$ cat config.mk
export PLATFORM = sky130hd
export DESIGN_NAME = c2p_scale
export DESIGN_NICKNAME = d
export VERILOG_FILES = /design/src/rtl/core/c2p_pkg.sv /design/src/rtl/core/c2p_scale.sv
export SDC_FILE = /design/constraint.sdc
export NUM_CORES = 1
export LEC_CHECK = 0
export ABC_CLOCK_PERIOD_IN_PS = 8600
export BUFFER_PORTS_ARGS = -buffer_cell sky130_fd_sc_hd__buf_4
export CAP_MARGIN = 20
export CELL_PAD_IN_SITES_DETAIL_PLACEMENT = 1
export CELL_PAD_IN_SITES_GLOBAL_PLACEMENT = 1
export CORE_UTILIZATION = 51
export DETAILED_ROUTE_END_ITERATION = 8
export GPL_TIMING_DRIVEN = 0
export PLACE_DENSITY = 0.83
export RECOVER_POWER = 100
export SYNTH_ARGS = -nofsm -noshare
export SYNTH_HDL_FRONTEND = slang
export SYNTH_SLANG_ARGS = --single-unit
$ cat constraint.sdc
create_clock -name clk -period 8.6 [get_ports clk]
set_clock_uncertainty 0.15 [all_clocks]
set_input_delay 0 -clock clk [delete_from_list [all_inputs] [get_ports clk]]
set_output_delay 0 -clock clk [all_outputs]
set_load 0.005 [all_outputs]
$ cat src/rtl/core/c2p_pkg.sv
// Shared types, widths and constants for the cartesian-to-polar converter.
// Holds the arctangent table function. Used by every file under rtl/core.
package c2p_pkg;

  // Field widths at the ports
  localparam int IN_W  = 24;
  localparam int MOD_W = 24;
  localparam int ANG_W = 18;

  // Datapath: input scaled by 2^8 (20 fraction bits), room for CORDIC growth
  localparam int FRAC_EXT = 8;
  localparam int XW       = 36;
  localparam int ZW       = 32;

  // Micro-rotations: configured count, capped at the table length
  localparam int ITERATIONS = 16;
  localparam int TABLE_LEN  = 24;
  localparam int NUM_ROT    = (ITERATIONS < TABLE_LEN) ? ITERATIONS : TABLE_LEN;
  localparam int TIDX_W     = $clog2(TABLE_LEN);

  // Gain compensation 1/K in Q30, multiply split into two partial products
  localparam int            KW        = 30;
  localparam logic [KW-1:0] INV_GAIN  = 30'h26DD3B6A;
  localparam int            MSPLIT    = 17;
  localparam int            HI_W      = XW - 1 - MSPLIT;
  localparam int            PHW       = HI_W + KW;
  localparam int            PLW       = MSPLIT + KW;
  localparam int            SW        = XW + KW;
  localparam int            MOD_SHIFT = 38;
  localparam int            MWW       = SW - MOD_SHIFT;

  // Angle output: z in Q30 rounded to Q16, clamped to +/- pi/2
  localparam int                ANG_SHIFT = 14;
  localparam logic signed [ZW:0] ANG_RND  = 33'sd8192;
  localparam logic signed [ZW:0] ANG_HI   = 33'sd102944;
  localparam logic signed [ZW:0] ANG_LO   = -33'sd102944;

  // One vector in flight through the rotator
  typedef struct packed {
    logic                 zero;  // imaginary part was zero: no rotation
    logic signed [XW-1:0] x;
    logic signed [XW-1:0] y;
    logic signed [ZW-1:0] z;
  } c2p_vec_t;

  // atan(2^-i) * 2^30, truncated
  function automatic logic signed [ZW-1:0] atan_q30(input logic [TIDX_W-1:0] idx);
    logic signed [ZW-1:0] val;
    begin
      unique case (idx)
        5'd0:    val = 32'sh3243F6A8;
        5'd1:    val = 32'sh1DAC6705;
        5'd2:    val = 32'sh0FADBAFC;
        5'd3:    val = 32'sh07F56EA6;
        5'd4:    val = 32'sh03FEAB76;
        5'd5:    val = 32'sh01FFD55B;
        5'd6:    val = 32'sh00FFFAAA;
        5'd7:    val = 32'sh007FFF55;
        5'd8:    val = 32'sh003FFFEA;
        5'd9:    val = 32'sh001FFFFD;
        5'd10:   val = 32'sh000FFFFF;
        5'd11:   val = 32'sh0007FFFF;
        5'd12:   val = 32'sh0003FFFF;
        5'd13:   val = 32'sh0001FFFF;
        5'd14:   val = 32'sh0000FFFF;
        5'd15:   val = 32'sh00007FFF;
        5'd16:   val = 32'sh00003FFF;
        5'd17:   val = 32'sh00001FFF;
        5'd18:   val = 32'sh00000FFF;
        5'd19:   val = 32'sh000007FF;
        5'd20:   val = 32'sh000003FF;
        5'd21:   val = 32'sh000001FF;
        5'd22:   val = 32'sh000000FF;
        5'd23:   val = 32'sh0000007F;
        default: val = '0;
      endcase
      return val;
    end
  endfunction

endpackage

$ cat src/rtl/core/c2p_scale.sv
// Output stages: gain compensation multiply, angle rounding, modulus saturation.
// Depends on c2p_pkg for widths, the vector struct and rounding constants.
module c2p_scale (
  input  logic                              clk,
  input  logic                              rst_n,
  input  logic                              in_valid,
  output logic                              in_ready,
  input  c2p_pkg::c2p_vec_t                 in_vec,
  output logic                              out_valid,
  input  logic                              out_ready,
  output logic        [c2p_pkg::MOD_W-1:0]  out_modulus,
  output logic signed [c2p_pkg::ANG_W-1:0]  out_angle
);

  // Stage 1: partial products and angle
  logic                              m1_v_r;
  logic        [c2p_pkg::PHW-1:0]    p_hi_r, p_hi_nxt;
  logic        [c2p_pkg::PLW-1:0]    p_lo_r, p_lo_nxt;
  logic        [c2p_pkg::MOD_W-1:0]  direct_r, direct_nxt;
  logic                              zero_r;
  logic signed [c2p_pkg::ANG_W-1:0]  ang_r, ang_nxt;
  logic        [c2p_pkg::XW-2:0]     xc;
  logic signed [c2p_pkg::ZW:0]       z_rnd;
  logic signed [c2p_pkg::ZW:0]       z_sh;

  // Stage 2: result register
  logic                              out_v_r;
  logic        [c2p_pkg::MOD_W-1:0]  mod_r, mod_nxt;
  logic signed [c2p_pkg::ANG_W-1:0]  ang_out_r;
  logic        [c2p_pkg::SW-1:0]     sum;
  logic        [c2p_pkg::MWW-1:0]    mod_wide;

  logic m1_rdy, m2_rdy;

  assign m2_rdy   = !out_v_r || out_ready;
  assign m1_rdy   = !m1_v_r || m2_rdy;
  assign in_ready = m1_rdy;

  always_comb begin
    xc         = in_vec.x[c2p_pkg::XW-1] ? '0 : in_vec.x[c2p_pkg::XW-2:0];
    p_hi_nxt   = c2p_pkg::PHW'(xc[c2p_pkg::XW-2:c2p_pkg::MSPLIT]) *
                 c2p_pkg::PHW'(c2p_pkg::INV_GAIN);
    p_lo_nxt   = c2p_pkg::PLW'(xc[c2p_pkg::MSPLIT-1:0]) *
                 c2p_pkg::PLW'(c2p_pkg::INV_GAIN);
    // Unrotated vector still holds |re| * 2^8
    direct_nxt = in_vec.x[c2p_pkg::FRAC_EXT +: c2p_pkg::MOD_W];
    z_rnd      = {in_vec.z[c2p_pkg::ZW-1], in_vec.z} + c2p_pkg::ANG_RND;
    z_sh       = z_rnd >>> c2p_pkg::ANG_SHIFT;
    if (in_vec.zero) begin
      ang_nxt = '0;
    end else if (z_sh > c2p_pkg::ANG_HI) begin
      ang_nxt = c2p_pkg::ANG_HI[c2p_pkg::ANG_W-1:0];
    end else if (z_sh < c2p_pkg::ANG_LO) begin
      ang_nxt = c2p_pkg::ANG_LO[c2p_pkg::ANG_W-1:0];
    end else begin
      ang_nxt = z_sh[c2p_pkg::ANG_W-1:0];
    end
  end

  always_comb begin
    sum = (c2p_pkg::SW'(p_hi_r) << c2p_pkg::MSPLIT) + c2p_pkg::SW'(p_lo_r) +
          (c2p_pkg::SW'(1) << (c2p_pkg::MOD_SHIFT - 1));
    mod_wide = sum[c2p_pkg::SW-1:c2p_pkg::MOD_SHIFT];
    if (zero_r) begin
      mod_nxt = direct_r;
    end else if (|mod_wide[c2p_pkg::MWW-1:c2p_pkg::MOD_W]) begin
      mod_nxt = '1;
    end else begin
      mod_nxt = mod_wide[c2p_pkg::MOD_W-1:0];
    end
  end

  always_ff @(posedge clk) begin
    if (!rst_n) begin
      m1_v_r  <= 1'b0;
      out_v_r <= 1'b0;
    end else begin
      if (m1_rdy) begin
        m1_v_r <= in_valid;
      end
      if (m2_rdy) begin
        out_v_r <= m1_v_r;
      end
    end
  end

  always_ff @(posedge clk) begin
    if (m1_rdy && in_valid) begin
      p_hi_r   <= p_hi_nxt;
      p_lo_r   <= p_lo_nxt;
      direct_r <= direct_nxt;
      zero_r   <= in_vec.zero;
      ang_r    <= ang_nxt;
    end
    if (m2_rdy && m1_v_r) begin
      mod_r     <= mod_nxt;
      ang_out_r <= ang_r;
    end
  end

  assign out_valid   = out_v_r;
  assign out_modulus = mod_r;
  assign out_angle   = ang_out_r;

endmodule

==> impl_results.md <==
- Die H: 225 um
- Run status: finished with violations
- Mapped cell area: roughly 0.025 mm^2
- Worst reg2reg path depth: 4
- Max Fclk: ~0.12 GHz
- Mean post-synth cell area: ~10 um^2
- Core ar.: 0.0490 mm^2
- Initial core utilization: between 50 and 60%
- Die Area: just over 0.05 mm^2
- Worst Setup EP: p_hi_r[47]$_DFFE_PP_
- Pwr per Cell Area: around 410 mW/mm^2
- R2r endpoint: p_hi_r[10]$_DFFE_PP_
- Routed wire length: between 70 and 80 mm
- Post-synth EDFFs: 161
- Cells after Synth: about 2.5k
- Post-synthesis simple-gate area fraction: between 7 and 8%
- Min-delay worst type: in2reg
- Tot GR Track Use: ~31%
- First DRT Iteration DRCs: between 1k and 1.5k
- Adder-cell share of the synthesized area: 50.0%
- Unique masters post-synth: 74
- Startpoint Class: primary input
- Vias in the first global route: about 21k
- Max VDD drop: 435 uV
- First-pass GRT wire length: around 120 mm
- Tmin final: approximately 8.3 ns
- Pre-Repair DR Iteration Count: 4
- DP HPWL: 62.3 mm
- CTS buffer count: 17
- Critical Path Start: in_vec[89]
- Clock Latency Late Sink: around 0.47 ns
- Vias per inst: roughly 5.5
- Routed length on met3: 3.70 mm
- Final period util: 96.9%
- Critical path arrival: between 8 and 9 ns
- Share of cells above drive strength 1: between 4 and 5%
- Synth Area in Compound Gates: 8.47%
- DRC viols: 0
- Max cap viols: 3
- Synth Register Bits: around 160
- Peak fanout along the critical path: 7
- Leak: 14.2 nW
- Failing checks: capacitance limit, slew limit
- DR top layer: met4
- Finished Layout Cells: 3297
- H-Tree Depth: 4
- Clk slew on worst S/H paths: approximately 0.070 ns
- Placed Instance Area: between 0.02 and 0.03 mm^2
- Inst Count DP: 3214
- Crit end category: flip-flop
- Multiplexer share of the synthesized area: less than 1%
- Hold Violations, Final: 0
- Reg2reg start: out_valid$_SDFFE_PN0P_
- Nets@finish: around 3.5k
- Main combinational cell family by area after synthesis: adder cells
- Crit path kind: in2reg
- Worst Max-Slew Pin Slew: slightly above 4 ns
- RSZ-0062 raised after global routing: false
- Most used DFF post-synth: edfxtp_1
- I/O Pins: between 150 and 200
- Clock Tree Buf Depth: 2
- WL per Instance: approximately 23 um
- Final Setup Violations: 0
- Area growth, synth to finish: 9.43%
- Setup tns final: 0 ns
- Placer Congestion: around 0.96
- Postcts setup bufs: 0
- Met2 routed WL: approximately 37 mm
- Register area share after synthesis: 19.3%
- Design area: roughly 0.028 mm^2
- Clock Sinks: roughly 160
- Post-layout util: a little under three fifths
- Slew headroom: -169%
- Final ANT Viol Nets: 0
- M1 wire length: approximately 32 mm
- Syn nets: approximately 3.3k
- TritonCTS clock tree: done
- WP data required: around 8.7 ns
- Pins over their slew limit: between 150 and 200
- Async set or reset register ratio after synthesis: 0%
- Die X-Extent: 225 um
- Row count: 81
- Largest net degree at the start of global routing: between 70 and 80
- Via count: roughly 18k
- R2R Setup Slk: about 2.0 ns
- Initial antenna violation count: 2
- XOR/XNOR Fraction of Synth Area: 3.87%
- PortBufs: 95
- Grt ovf: 0
- Synth warnings: 0
- Clock Root Buffer: clkbuf_16
==> what timing repair did <==
item,CTS,global route
pin swaps,0,0
endpoints found under the setup margin,1,4
gates resized for setup,1,6
hold buffers,49,0
hold endpoints to repair,49,0
==> cells by family after synthesis <==
group | count (synthesis)
AOI/OAI and AO/OA | 313
DFF | 163
muxes | 1
buffers and inverters | 743
and+or+nand+nor | 348
adders and majority gates | 771
xor gates and xnor gates | 112
==> routing by layer <==
layer / GRT usage, % / vias up
met5: 0 / -
met4: 7.90 / 0
met3: 4.89 / 104
met2: 53.2 / 515
met1: 41.2 / 9341
li1: - / 8102
==> worst min-delay path by stage <==
stage	from	to	slack [ns]	cells after the start
4_1_cts	in_vec[25]	ang_r[11]$_SDFFCE_PP0P_	0.005	3
3_5_place_dp	in_vec[81]	direct_r[5]$_DFFE_PP_	0.04	1
5_1_grt	in_vec[25]	ang_r[11]$_SDFFCE_PP0P_	0.04	3
3_3_place_gp	in_vec[81]	direct_r[5]$_DFFE_PP_	0.04	1
6_report	in_vec[25]	ang_r[11]$_SDFFCE_PP0P_	0.03	3
2_1_floorplan	in_vec[76]	direct_r[0]$_DFFE_PP_	-0.05	0
==> synth_stat cells, types with 19 or more instances <==
cell	number	share of area, %
a21o_1	51	1.5
a21oi_1	95	1.9
a21oi_2	20	0.69
and3_1	24	0.59
clkbuf_1	24	0.36
edfxtp_1	161	19
fa_1	400	32
ha_1	371	18
inv_1	712	11
nand2_1	71	1.1
nand2b_1	33	0.82
nand3_1	31	0.61
nand4_1	19	0.47
nor2_1	52	0.77
nor2b_1	63	1.6
o21ai_0	37	0.73
xnor2_1	68	2.4
xor2_1	44	1.5
==> stage by stage <==
step | worst slack, ns | power (W) | hold slack, ns
after global routing | 0.0337 | 0.0126 | 0.0433
final | 0.270 | 0.0115 | 0.0298
after floorplan | 1.77 | 0.00804 | -0.0511
after CTS | 0.0715 | 0.0115 | 0.00452
after global placement | -0.653 | 0.0101 | 0.0432
after detailed placement | -0.507 | 0.0106 | 0.0445
==> flip-flops by register name, summed over array words and instances, names as in the netlist <==
name and cells:
p_hi_r 47, p_lo_r 29, direct_r 24, out_modulus 24, ang_r 18, out_angle 18
m1_v_r 1, out_valid 1, zero_r 1
==> worst max-delay path: stages <==
cell and delay (ns):
dlygate4sd3_1 0.56, clkbuf_1 0.23, nor2b_1 0.86, inv_1 0.25, fa_1 0.59, inv_1 0.07, fa_1 0.51, inv_1 0.08
fa_1 0.48, fa_1 0.52, inv_1 0.07, fa_1 0.55, inv_1 0.07, fa_1 0.61, inv_1 0.06, ha_1 0.39
a21o_1 0.20, a21o_1 0.18, a221oi_1 0.33, o311ai_1 0.24, o211ai_1 0.31, o2111ai_1 0.20, a21oi_1 0.35, o21a_1 0.27
o21ai_0 0.14, xnor2_1 0.30
==> power breakdown <==
part,total (W),switching [W],leakage (nW),internal (W)
clock,0.000761,0.000375,0.279,0.000385
combinational,0.00913,0.00543,12.3,0.00371
sequential,0.00156,0.0000950,1.57,0.00147
total,0.0115,0.00590,14.2,0.00556
==> cells in the final DEF, fill, tap and decap left out, types with 4 or more instances in the layout <==
cell and instances:
a31o_2 5, a31oi_1 9, and3_1 24, inv_1 712
inv_8 4, nor2_1 52, nand4_1 19, nor2b_1 63
or2_2 8, nor4_1 4, a21oi_1 109, o211ai_1 7
nor3_1 14, and4_1 8, a21oi_2 6, o31ai_1 5
xnor2_1 68, ha_1 371, clkbuf_4 27, buf_4 27
nand2b_1 33, dlygate4sd3_1 49, clkbuf_16 17, or3_1 4
inv_6 4, a211oi_1 12, nand3b_1 5, edfxtp_1 161
nand3_1 31, fa_1 400, o21ai_0 38, xor2_1 44
nand2_1 71, o21a_1 12, clkbuf_1 70, a21o_1 51
a221oi_1 4, o21bai_1 14
==> cell type report <==
type	instances	area (um^2)
multi-input combinational	1545	17600
buffer	30	118
tap	664	831
clock buffer	18	429
inverter	713	2680
clock inverter	14	143
sequential	163	4870
timing repair buffer	149	1070
fill	5410	21200
antenna	1	2.50
Power figures use the tool's default switching activity.
